==> src/rtl/core/pps_pkg.sv <==
// ----------------------------------------------------------------------------
// Preemptive priority scheduler package
// Shared sizes, sequencer states and the structs passed between the
// sequencer, the process table and the top level.
// ----------------------------------------------------------------------------
package pps_pkg;

  localparam int MAX_PROCS = 16;
  localparam int IDX_W     = $clog2(MAX_PROCS);
  localparam int CNT_W     = $clog2(MAX_PROCS + 1);
  localparam int VAL_W     = 16;
  localparam int PRIO_W    = 8;
  localparam int TICK_W    = 21;
  localparam int TOT_W     = 25;
  localparam int OIDX_W    = 4;
  localparam int IN_W      = 2 * VAL_W + PRIO_W;
  localparam int OUT_W     = OIDX_W + 2 * TICK_W + 2 * TOT_W;

  typedef enum logic [2:0] {
    S_IDLE,
    S_SCAN,
    S_CALC,
    S_APPLY,
    S_RADDR,
    S_RCALC,
    S_REMIT
  } seq_state_t;

  typedef struct packed {
    logic              ld_en;
    logic              upd_en;
    logic              comp_en;
    logic [IDX_W-1:0]  addr;
    logic [VAL_W-1:0]  arr;
    logic [VAL_W-1:0]  burst;
    logic [PRIO_W-1:0] prio;
    logic [VAL_W-1:0]  rem;
    logic [TICK_W-1:0] comp;
  } wr_t;

  typedef struct packed {
    logic [VAL_W-1:0]  arr;
    logic [VAL_W-1:0]  burst;
    logic [PRIO_W-1:0] prio;
    logic [VAL_W-1:0]  rem;
    logic [TICK_W-1:0] comp;
  } ent_t;

  typedef struct packed {
    logic              valid;
    logic [OIDX_W-1:0] idx;
    logic [TICK_W-1:0] wt;
    logic [TICK_W-1:0] tat;
    logic [TOT_W-1:0]  tw;
    logic [TOT_W-1:0]  tt;
    logic              last;
  } res_t;

endpackage

==> src/rtl/core/pps_store.sv <==
// ----------------------------------------------------------------------------
// Process table
// Holds arrival, burst, priority, remaining and completion per process,
// with one write port and one registered read port.
// ----------------------------------------------------------------------------
module pps_store (
  input  logic                          clk,
  input  pps_pkg::wr_t                  wr,
  input  logic [pps_pkg::IDX_W-1:0]     rd_addr,
  output pps_pkg::ent_t                 rd_data
);
  import pps_pkg::*;

  logic [VAL_W-1:0]  arr_mem   [MAX_PROCS];
  logic [VAL_W-1:0]  burst_mem [MAX_PROCS];
  logic [PRIO_W-1:0] prio_mem  [MAX_PROCS];
  logic [VAL_W-1:0]  rem_mem   [MAX_PROCS];
  logic [TICK_W-1:0] comp_mem  [MAX_PROCS];
  ent_t              rd_r;

  always_ff @(posedge clk) begin
    if (wr.ld_en) begin
      arr_mem[wr.addr]   <= wr.arr;
      burst_mem[wr.addr] <= wr.burst;
      prio_mem[wr.addr]  <= wr.prio;
      rem_mem[wr.addr]   <= wr.rem;
    end else if (wr.upd_en) begin
      rem_mem[wr.addr] <= wr.rem;
    end
    if (wr.comp_en) begin
      comp_mem[wr.addr] <= wr.comp;
    end
  end

  always_ff @(posedge clk) begin
    rd_r.arr   <= arr_mem[rd_addr];
    rd_r.burst <= burst_mem[rd_addr];
    rd_r.prio  <= prio_mem[rd_addr];
    rd_r.rem   <= rem_mem[rd_addr];
    rd_r.comp  <= comp_mem[rd_addr];
  end

  assign rd_data = rd_r;

endmodule

==> src/rtl/core/pps_seq.sv <==
// ----------------------------------------------------------------------------
// Scheduler sequencer
// Loads process records, runs the preemptive priority simulation by
// repeated scans of the process table, then reports each process.
// ----------------------------------------------------------------------------
module pps_seq (
  input  logic                       clk,
  input  logic                       rst_n,
  input  logic                       in_tvalid,
  output logic                       in_tready,
  input  logic [pps_pkg::IN_W-1:0]   in_tdata,
  input  logic                       in_tlast,
  output pps_pkg::wr_t               wr,
  output logic [pps_pkg::IDX_W-1:0]  rd_addr,
  input  pps_pkg::ent_t              rd_data,
  output pps_pkg::res_t              res,
  input  logic                       res_ready
);
  import pps_pkg::*;

  seq_state_t        state_r, state_nxt;
  logic [CNT_W-1:0]  loaded_r, loaded_nxt;
  logic [CNT_W-1:0]  fin_r, fin_nxt;
  logic [TICK_W-1:0] tick_r, tick_nxt;
  logic [CNT_W-1:0]  issue_r, issue_nxt;
  logic              rd_vld_r, rd_vld_nxt;
  logic              rd_last_r, rd_last_nxt;
  logic [IDX_W-1:0]  rd_idx_r, rd_idx_nxt;
  logic              pick_v_r, pick_v_nxt;
  logic [IDX_W-1:0]  pick_idx_r, pick_idx_nxt;
  logic [PRIO_W-1:0] pick_prio_r, pick_prio_nxt;
  logic [VAL_W-1:0]  pick_rem_r, pick_rem_nxt;
  logic              next_v_r, next_v_nxt;
  logic [VAL_W-1:0]  next_arr_r, next_arr_nxt;
  logic [VAL_W-1:0]  run_r, run_nxt;
  logic [CNT_W-1:0]  rep_r, rep_nxt;
  logic [TICK_W-1:0] tat_r, tat_nxt;
  logic [TICK_W-1:0] wt_r, wt_nxt;
  logic [TOT_W-1:0]  tw_r, tw_nxt;
  logic [TOT_W-1:0]  tt_r, tt_nxt;

  always_ff @(posedge clk) begin
    if (!rst_n) begin
      state_r  <= S_IDLE;
      loaded_r <= '0;
      fin_r    <= '0;
      tick_r   <= '0;
      issue_r  <= '0;
      rd_vld_r <= 1'b0;
      pick_v_r <= 1'b0;
      next_v_r <= 1'b0;
      rep_r    <= '0;
    end else begin
      state_r  <= state_nxt;
      loaded_r <= loaded_nxt;
      fin_r    <= fin_nxt;
      tick_r   <= tick_nxt;
      issue_r  <= issue_nxt;
      rd_vld_r <= rd_vld_nxt;
      pick_v_r <= pick_v_nxt;
      next_v_r <= next_v_nxt;
      rep_r    <= rep_nxt;
    end
  end

  always_ff @(posedge clk) begin
    rd_last_r   <= rd_last_nxt;
    rd_idx_r    <= rd_idx_nxt;
    pick_idx_r  <= pick_idx_nxt;
    pick_prio_r <= pick_prio_nxt;
    pick_rem_r  <= pick_rem_nxt;
    next_arr_r  <= next_arr_nxt;
    run_r       <= run_nxt;
    tat_r       <= tat_nxt;
    wt_r        <= wt_nxt;
    tw_r        <= tw_nxt;
    tt_r        <= tt_nxt;
  end

  always_comb begin
    logic [VAL_W-1:0]  in_burst;
    logic [VAL_W-1:0]  bt;
    logic [TICK_W-1:0] diff;
    logic [VAL_W-1:0]  rem_new;
    logic [TICK_W-1:0] tick_new;
    logic              rep_last;

    state_nxt     = state_r;
    loaded_nxt    = loaded_r;
    fin_nxt       = fin_r;
    tick_nxt      = tick_r;
    issue_nxt     = issue_r;
    rd_vld_nxt    = 1'b0;
    rd_last_nxt   = 1'b0;
    rd_idx_nxt    = rd_idx_r;
    pick_v_nxt    = pick_v_r;
    pick_idx_nxt  = pick_idx_r;
    pick_prio_nxt = pick_prio_r;
    pick_rem_nxt  = pick_rem_r;
    next_v_nxt    = next_v_r;
    next_arr_nxt  = next_arr_r;
    run_nxt       = run_r;
    rep_nxt       = rep_r;
    tat_nxt       = tat_r;
    wt_nxt        = wt_r;
    tw_nxt        = tw_r;
    tt_nxt        = tt_r;
    wr            = '0;
    rd_addr       = issue_r[IDX_W-1:0];
    res           = '0;
    in_tready     = 1'b0;

    in_burst = in_tdata[2*VAL_W-1:VAL_W];
    bt       = (in_burst == '0) ? VAL_W'(1) : in_burst;
    diff     = TICK_W'(next_arr_r) - tick_r;
    rem_new  = pick_rem_r - run_r;
    tick_new = tick_r + TICK_W'(run_r);
    rep_last = ((rep_r + CNT_W'(1)) == loaded_r);

    case (state_r)
      S_IDLE: begin
        in_tready = 1'b1;
        if (in_tvalid) begin
          if (loaded_r < CNT_W'(MAX_PROCS)) begin
            wr.ld_en   = 1'b1;
            wr.addr    = loaded_r[IDX_W-1:0];
            wr.arr     = in_tdata[VAL_W-1:0];
            wr.burst   = bt;
            wr.prio    = in_tdata[IN_W-1:2*VAL_W];
            wr.rem     = bt;
            loaded_nxt = loaded_r + CNT_W'(1);
          end
          if (in_tlast) begin
            state_nxt  = S_SCAN;
            tick_nxt   = '0;
            fin_nxt    = '0;
            issue_nxt  = '0;
            pick_v_nxt = 1'b0;
            next_v_nxt = 1'b0;
          end
        end
      end
      S_SCAN: begin
        if (issue_r < loaded_r) begin
          rd_addr     = issue_r[IDX_W-1:0];
          rd_vld_nxt  = 1'b1;
          rd_idx_nxt  = issue_r[IDX_W-1:0];
          rd_last_nxt = ((issue_r + CNT_W'(1)) == loaded_r);
          issue_nxt   = issue_r + CNT_W'(1);
        end
        if (rd_vld_r && (rd_data.rem != '0)) begin
          if (TICK_W'(rd_data.arr) <= tick_r) begin
            if (!pick_v_r || (rd_data.prio < pick_prio_r)) begin
              pick_v_nxt    = 1'b1;
              pick_idx_nxt  = rd_idx_r;
              pick_prio_nxt = rd_data.prio;
              pick_rem_nxt  = rd_data.rem;
            end
          end else if (!next_v_r || (rd_data.arr < next_arr_r)) begin
            next_v_nxt   = 1'b1;
            next_arr_nxt = rd_data.arr;
          end
        end
        if (rd_vld_r && rd_last_r) begin
          state_nxt = S_CALC;
        end
      end
      S_CALC: begin
        if (!pick_v_r) begin
          tick_nxt   = TICK_W'(next_arr_r);
          state_nxt  = S_SCAN;
          issue_nxt  = '0;
          next_v_nxt = 1'b0;
        end else begin
          if (next_v_r && (diff < TICK_W'(pick_rem_r))) begin
            run_nxt = diff[VAL_W-1:0];
          end else begin
            run_nxt = pick_rem_r;
          end
          state_nxt = S_APPLY;
        end
      end
      S_APPLY: begin
        wr.upd_en = 1'b1;
        wr.addr   = pick_idx_r;
        wr.rem    = rem_new;
        tick_nxt  = tick_new;
        if (rem_new == '0) begin
          wr.comp_en = 1'b1;
          wr.comp    = tick_new;
          fin_nxt    = fin_r + CNT_W'(1);
        end
        if ((rem_new == '0) && ((fin_r + CNT_W'(1)) == loaded_r)) begin
          state_nxt = S_RADDR;
          rep_nxt   = '0;
          tw_nxt    = '0;
          tt_nxt    = '0;
        end else begin
          state_nxt  = S_SCAN;
          issue_nxt  = '0;
          pick_v_nxt = 1'b0;
          next_v_nxt = 1'b0;
        end
      end
      S_RADDR: begin
        rd_addr   = rep_r[IDX_W-1:0];
        state_nxt = S_RCALC;
      end
      S_RCALC: begin
        tat_nxt   = rd_data.comp - TICK_W'(rd_data.arr);
        wt_nxt    = tat_nxt - TICK_W'(rd_data.burst);
        state_nxt = S_REMIT;
      end
      S_REMIT: begin
        res.valid = 1'b1;
        res.idx   = OIDX_W'(rep_r);
        res.wt    = wt_r;
        res.tat   = tat_r;
        res.last  = rep_last;
        if (rep_last) begin
          res.tw = tw_r + TOT_W'(wt_r);
          res.tt = tt_r + TOT_W'(tat_r);
        end
        if (res_ready) begin
          tw_nxt = tw_r + TOT_W'(wt_r);
          tt_nxt = tt_r + TOT_W'(tat_r);
          if (rep_last) begin
            state_nxt  = S_IDLE;
            loaded_nxt = '0;
          end else begin
            rep_nxt   = rep_r + CNT_W'(1);
            state_nxt = S_RADDR;
          end
        end
      end
      default: begin
        state_nxt = S_IDLE;
      end
    endcase
  end

  a_apply_has_pick: assert property (@(posedge clk) disable iff (!rst_n)
    (state_r == S_APPLY) |-> (pick_v_r && (run_r != '0)))
    else $error("time slice applied without a runnable process");

  a_fin_bounded: assert property (@(posedge clk) disable iff (!rst_n)
    (state_r != S_IDLE) |-> (fin_r <= loaded_r))
    else $error("more processes finished than were loaded");

  a_read_in_scan: assert property (@(posedge clk) disable iff (!rst_n)
    rd_vld_r |-> ($past(state_r) == S_SCAN))
    else $error("table read outside a scan");

  a_report_nonempty: assert property (@(posedge clk) disable iff (!rst_n)
    (state_r == S_REMIT) |-> (rep_r < loaded_r))
    else $error("report index beyond the loaded processes");

endmodule

==> src/rtl/core/preemptive_priority_schedule.sv <==
// ----------------------------------------------------------------------------
// Preemptive priority scheduler
// Loads process records, simulates preemptive priority scheduling and
// reports waiting and turnaround times per process, with totals.
// ----------------------------------------------------------------------------
// Records are taken one per cycle until the transfer marked with tlast. The
// simulation then advances in steps from one arrival or completion to the
// next; each step scans all n loaded processes through the single registered
// read port of the process table, and a batch needs at most about 3n steps.
// Reporting passes each process through address, calculate and emit states,
// and waits in the emit state on any output stall. The input is not ready
// from the tlast transfer until the final result has gone into the output register.
module preemptive_priority_schedule (
  input  logic                        clk,
  input  logic                        rst_n,
  input  logic                        in_tvalid,
  output logic                        in_tready,
  // arrival_time[15:0], burst_time[31:16], priority_req[39:32]
  input  logic [pps_pkg::IN_W-1:0]    in_tdata,
  input  logic                        in_tlast,
  output logic                        out_tvalid,
  input  logic                        out_tready,
  // process_index[3:0], waiting_time[24:4], turnaround_time[45:25],
  // total_waiting[70:46], total_turnaround[95:71]
  output logic [pps_pkg::OUT_W-1:0]   out_tdata,
  output logic                        out_tlast
);
  import pps_pkg::*;

  wr_t              wr;
  logic [IDX_W-1:0] rd_addr;
  ent_t             rd_data;
  res_t             res;
  logic             res_ready;
  logic             out_tvalid_r;
  logic [OUT_W-1:0] out_tdata_r;
  logic             out_tlast_r;

  pps_store u_store (
    .clk     (clk),
    .wr      (wr),
    .rd_addr (rd_addr),
    .rd_data (rd_data)
  );

  pps_seq u_seq (
    .clk       (clk),
    .rst_n     (rst_n),
    .in_tvalid (in_tvalid),
    .in_tready (in_tready),
    .in_tdata  (in_tdata),
    .in_tlast  (in_tlast),
    .wr        (wr),
    .rd_addr   (rd_addr),
    .rd_data   (rd_data),
    .res       (res),
    .res_ready (res_ready)
  );

  assign res_ready = !out_tvalid_r || out_tready;

  always_ff @(posedge clk) begin
    if (!rst_n) begin
      out_tvalid_r <= 1'b0;
    end else if (res_ready) begin
      out_tvalid_r <= res.valid;
    end
  end

  always_ff @(posedge clk) begin
    if (res_ready && res.valid) begin
      out_tdata_r <= {res.tt, res.tw, res.tat, res.wt, res.idx};
      out_tlast_r <= res.last;
    end
  end

  assign out_tvalid = out_tvalid_r;
  assign out_tdata  = out_tdata_r;
  assign out_tlast  = out_tlast_r;

endmodule

==> config.mk <==
export PLATFORM = sky130hd
export DESIGN_NAME = preemptive_priority_schedule
export DESIGN_NICKNAME = d
export VERILOG_FILES = /design/src/rtl/core/pps_pkg.sv /design/src/rtl/core/pps_store.sv /design/src/rtl/core/pps_seq.sv /design/src/rtl/core/preemptive_priority_schedule.sv
export SDC_FILE = /design/constraint.sdc
export NUM_CORES = 2
export LEC_CHECK = 0
export ABC_CLOCK_PERIOD_IN_PS = 7000
export BUFFER_PORTS_ARGS = -buffer_cell sky130_fd_sc_hd__buf_2
export CAP_MARGIN = 10
export CORE_ASPECT_RATIO = 0.75
export CORE_MARGIN = 5
export CORE_UTILIZATION = 38
export CTS_BUF_LIST = sky130_fd_sc_hd__clkbuf_4
export CTS_CLUSTER_DIAMETER = 100
export CTS_CLUSTER_SIZE = 40
export DETAILED_ROUTE_END_ITERATION = 8
export SYNTH_ARGS = -nofsm -noshare
export SYNTH_HDL_FRONTEND = slang
export SYNTH_SLANG_ARGS = --single-unit
==> constraint.sdc <==
create_clock -name clk -period 7 [get_ports clk]
set_clock_uncertainty 0.1 [all_clocks]
set_input_delay 1.05 -clock clk [delete_from_list [all_inputs] [get_ports clk]]
set_output_delay 1.05 -clock clk [all_outputs]
set_load 0.1 [all_outputs]
==> impl_table.tex <==
\begin{tabular}{lr}
\hline
Metric & Value \\
\hline
\multicolumn{2}{l}{\textbf{Final layout}} \\
\quad Fraction of final layout cells with drive strength greater than 1 & between 10\% and 20\% \\
\quad Area taken by flip-flops and latches & 47100 sq um \\
\quad Synthesis-to-layout area growth & 7.33\% \\
\quad Final-layout fill cell count & between 15000 and 20000 \\
\quad Post-route standard cell area excluding fillers & between 70000 and 80000 sq um \\
\quad Number of standard cells in the final layout excluding fillers & 6663 \\
\quad Post-layout nets & $\sim$4500 \\
\quad Area used by multi-input combinational logic & about 20000 sq um \\
\multicolumn{2}{l}{\textbf{Clock tree}} \\
\quad Clock tree from TritonCTS & yes \\
\quad Sink Count & roughly 1600 \\
\quad Clock Latency Late Sink & $\sim$1200 ps \\
\quad CTS root buf & sky130\_fd\_sc\_hd\_\_clkbuf\_4 \\
\quad Post-cts resize count & 0 \\
\quad Maximum clock path buffer count & 3 \\
\quad CTS buffer count & 50 \\
\quad H-tree levels & 2 \\
\quad CTS clk-pin slew, worst paths & 380 ps \\
\multicolumn{2}{l}{\textbf{Worst setup path}} \\
\quad Critical path's top delay family & compound AO/OA/AOI/OAI gates \\
\quad Crit path max fanout & 16 \\
\quad Kind of end point of the critical path & flip-flop \\
\quad Number of buffer and inverter instances along the worst setup path & 1 \\
\quad Critical setup path kind & flip-flop to flip-flop \\
\quad Max stage delay on crit path & 720 ps \\
\quad Slowest-stage cell, CP & sky130\_fd\_sc\_hd\_\_nand3\_1 \\
\quad Cell occurring most often along the worst timing path & sky130\_fd\_sc\_hd\_\_ha\_1 \\
\quad Worst EP required & $\sim$7900 ps \\
\quad Data arrival time of the critical path & between 6000 and 7000 ps \\
\quad Cell Chain, Critical Path & inv\_1, ha\_1, fa\_1, nor2b\_1, o31a\_1, o221a\_2, a31oi\_1, a21oi\_1, xor2\_1, ha\_1, nor2\_1, nand2\_1, a221oi\_1, o21ai\_0, a22oi\_1, nor4b\_1, nand3\_1, mux2\_1 \\
\quad Kind of launch point of the worst setup path & flip-flop \\
\multicolumn{2}{l}{\textbf{Floorplan}} \\
\quad Total I/O pin count & about 140 \\
\quad Std-Cell Rows & about 130 \\
\quad Die Footprint & 187000 sq um \\
\quad Die X-Extent & approximately 500 um \\
\quad Effective utilization at floorplan & between 30\% and 40\% \\
\quad Die height & 376 um \\
\quad Area of the core & around 180000 sq um \\
\multicolumn{2}{l}{\textbf{Outcome}} \\
\quad Outcome & complete, no violations \\
\multicolumn{2}{l}{\textbf{GRT}} \\
\quad Largest net degree at the start of global routing & between 100 and 150 \\
\quad Via count of the first global-routing pass & 36105 \\
\quad GRT Util Overall & between 10\% and 20\% \\
\quad Residual overflow from global routing & 0 \\
\quad Wire length of the first global-routing pass & $\sim$250000 um \\
\quad Antenna violations before repair & 18 \\
\multicolumn{2}{l}{\textbf{Timing}} \\
\quad Unrepaired setup endpoints after global routing & no \\
\quad Final setup violation count & 0 \\
\quad Setup tns final & 0 ps \\
\quad Relative max-transition margin & between 10\% and 20\% \\
\quad Final hold violations & 0 \\
\quad Final critical-path setup slack & about 1700 ps \\
\quad Final worst hold slack & 127 ps \\
\quad Period Utilization, post-route & about three quarters \\
\quad Transition time at the pin with the least slew margin & 1250 ps \\
\quad Fin. max-slew vios & 0 \\
\quad Minimum clock period & 5280 ps \\
\quad FMAX & 189 MHz \\
\multicolumn{2}{l}{\textbf{Drt}} \\
\quad Routed wire length & between 150000 and 200000 um \\
\quad WL per Instance & about 26 um \\
\quad DR vias & $\sim$37000 \\
\quad TritonRoute pass-1 iters & 5 \\
\quad Detail-routed via count per cell & $\sim$5.5 \\
\quad Post-route ant nets & 0 \\
\quad DRC violation count after routing & 0 \\
\quad Detailed router's first-iteration violation count & 3817 \\
\multicolumn{2}{l}{\textbf{Synthesis}} \\
\quad Dominant synthesized flop cell & sky130\_fd\_sc\_hd\_\_edfxtp\_1 \\
\quad Register area share after synthesis & 69.4\% \\
\quad Average footprint of a synthesized cell & 16.4 sq um \\
\quad Distinct cell type count after synthesis & 80 \\
\quad Number of enable-type register cells in the synthesized netlist & between 1000 and 1500 \\
\quad Synth Register Bits & around 1600 \\
\quad Post-Synthesis Net Count & approximately 4400 \\
\quad Gate count after technology mapping & roughly 4100 \\
\quad Total standard cell area after synthesis & just under 70000 sq um \\
\quad Synthesis warning total & 0 \\
\quad Post-synth ARST share & 0\% \\
\multicolumn{2}{l}{\textbf{Placed design}} \\
\quad Number of placed instances with taps included & about 6600 \\
\quad Number of port buffers & 143 \\
\quad Placement-stage cell area & 72000 sq um \\
\quad Placement-stage worst setup slack & 1760 ps \\
\quad HPWL after detailed placement & 109000 um \\
\quad Final weighted congestion in routability-driven placement & approximately 0.89 \\
\multicolumn{2}{l}{\textbf{Pwr}} \\
\quad Pleak & approximately 25 nW \\
\quad PwrDens & 215 nW/um\^{}2 \\
\quad Maximum ir drop on the vdd rail & $\sim$0.00015 V \\
\multicolumn{2}{l}{\textbf{Min path}} \\
\quad Type of the most critical hold path & input pin to flip-flop \\
\multicolumn{2}{l}{\textbf{Run}} \\
\quad MaxCap Viol Count & 0 \\
\hline
\end{tabular}
==> cells in the mapped netlist (9+ instances only) <==
cell type                  number  area [sq um]
sky130_fd_sc_hd__a211oi_1      92           691
sky130_fd_sc_hd__a21o_1        64           480
sky130_fd_sc_hd__a21oi_1      127           636
sky130_fd_sc_hd__a221oi_1      15           131
sky130_fd_sc_hd__a31oi_1       97           607
sky130_fd_sc_hd__and2_1       126           788
sky130_fd_sc_hd__and3_1        63           394
sky130_fd_sc_hd__buf_1         16          60.1
sky130_fd_sc_hd__buf_2         33           165
sky130_fd_sc_hd__clkbuf_1     133           499
sky130_fd_sc_hd__dfxtp_1      126          2520
sky130_fd_sc_hd__edfxtp_1    1485         44600
sky130_fd_sc_hd__ha_1         183          2290
sky130_fd_sc_hd__inv_1        160           601
sky130_fd_sc_hd__mux4_2       308          6940
sky130_fd_sc_hd__nand2_1      243           912
sky130_fd_sc_hd__nand2b_1      42           263
sky130_fd_sc_hd__nand3_1       40           200
sky130_fd_sc_hd__nand4_1       15          93.8
sky130_fd_sc_hd__nor2_1       202           758
sky130_fd_sc_hd__nor2b_1       57           357
sky130_fd_sc_hd__nor3_1        45           225
sky130_fd_sc_hd__nor4_1        15          93.8
sky130_fd_sc_hd__o21a_1        32           240
sky130_fd_sc_hd__o21ai_0       83           415
sky130_fd_sc_hd__o21bai_1      20           150
sky130_fd_sc_hd__o31ai_1        9          67.6
sky130_fd_sc_hd__or2_2         12          75.1
sky130_fd_sc_hd__xnor2_1       82           718
sky130_fd_sc_hd__xor2_1        50           438
==> logic make-up after synthesis <==
family,count (synthesis),synth area share (%)
XOR/XNOR,132,1.70
AND/OR/NAND/NOR,897,6.58
flip-flops,1611,69.4
AO/OA/AOI/OAI,623,6.18
buffers and inverters,342,1.95
adder cells (fa/ha/maj),190,3.58
multiplexers,331,10.6
==> where the power goes <==
group	internal [mW]	switching, mW
Sequential	10.7	0.0972
Clock	0.608	2.76
Combinational	0.626	0.920
Total	11.9	3.78
==> cells in the final DEF (no fill, tap or decap), types with 10 or more instances in the layout <==
cell type                  count
sky130_fd_sc_hd__edfxtp_1   1485
sky130_fd_sc_hd__mux4_2      308
sky130_fd_sc_hd__nand2_1     241
sky130_fd_sc_hd__ha_1        183
sky130_fd_sc_hd__nor2_1      170
sky130_fd_sc_hd__inv_1       159
sky130_fd_sc_hd__buf_2       143
sky130_fd_sc_hd__a21oi_1     125
sky130_fd_sc_hd__and2_1      125
sky130_fd_sc_hd__dfxtp_1     125
sky130_fd_sc_hd__a31oi_1      97
sky130_fd_sc_hd__a211oi_1     91
sky130_fd_sc_hd__buf_4        85
sky130_fd_sc_hd__o21ai_0      83
sky130_fd_sc_hd__xnor2_1      82
sky130_fd_sc_hd__clkbuf_4     81
sky130_fd_sc_hd__a21o_1       64
sky130_fd_sc_hd__and3_1       62
sky130_fd_sc_hd__nor2b_1      56
sky130_fd_sc_hd__xor2_1       50
sky130_fd_sc_hd__nor3_1       45
sky130_fd_sc_hd__nand2b_1     42
sky130_fd_sc_hd__nand3_1      39
sky130_fd_sc_hd__o21a_1       32
sky130_fd_sc_hd__o21bai_1     20
sky130_fd_sc_hd__nor2_2       16
sky130_fd_sc_hd__nor2_4       16
sky130_fd_sc_hd__nor4_1       15
sky130_fd_sc_hd__a221oi_1     15
sky130_fd_sc_hd__nand4_1      15
sky130_fd_sc_hd__or2_2        12
sky130_fd_sc_hd__buf_12       10
==> worst min-delay path, stage by stage <==
cell	delay [ps]
sky130_fd_sc_hd__buf_2	140
sky130_fd_sc_hd__nand2b_1	150
sky130_fd_sc_hd__a21oi_1	70
==> state kept, by name (all words and copies together) (netlist names), 21 cells and up <==
register and flops:
u_store.arr_mem 256, u_store.burst_mem 256, out_tdata 96, u_seq.tick_r 21
u_store.rem_mem 256, u_store.prio_mem 128, u_seq.tw_r 25, u_store.rd_data 77
u_store.comp_mem 336, u_seq.wt_r 21, u_seq.tt_r 25, u_seq.tat_r 21
==> layout make-up <==
| class | count | share of cell area, % |
|---|---|---|
| inverter | 160 | 0.828 |
| multi-input combinational | 2173 | 27.1 |
| timing repair buffer | 240 | 2.16 |
| antenna | 5 | 0.0172 |
| sequential | 1611 | 64.7 |
| clock buffer | 81 | 0.835 |
| tap | 2380 | 4.09 |
| clock inverter | 13 | 0.328 |
==> stage by stage <==
step | power (mW) | utilization [%]
6_report | 15.7 | 41.0
4_1_cts | 15.8 | 41.0
3_3_place_gp | 12.5 | 40.5
3_5_place_dp | 12.5 | 40.5
5_1_grt | 16.3 | 41.0
2_1_floorplan | 12.0 | -
==> repair_timing <==
item / 4_1_cts / 5_1_grt
endpoints found under the setup margin: 0 / 0
setup buffers: 0 / 0
hold endpoints to repair: 4 / 0
hold buffers: 1 / 0
==> worst paths after layout <==
path	slack, ps	end	startpoint	depth (start not counted)
max	1720	u_seq.run_r[12]	u_seq.next_arr_r[0]	18
min	130	out_tvalid	out_tready	3
max reg2reg	1720	u_seq.run_r[12]	u_seq.next_arr_r[0]	18
min reg2reg	360	u_seq.pick_rem_r[13]	u_store.rd_data[34]	0
==> routing by layer <==
metal | vias up | GRT usage, % | part of all wire, %
met1 | 19105 | 27.6 | 47
met4 | 8 | 3.29 | 1.8
met3 | 154 | 2.50 | 7.0
met5 | - | 0 | 0.032
li1 | 16252 | - | -
met2 | 1283 | 26.6 | 44
Note: power is estimated with default switching activity, not from simulation.
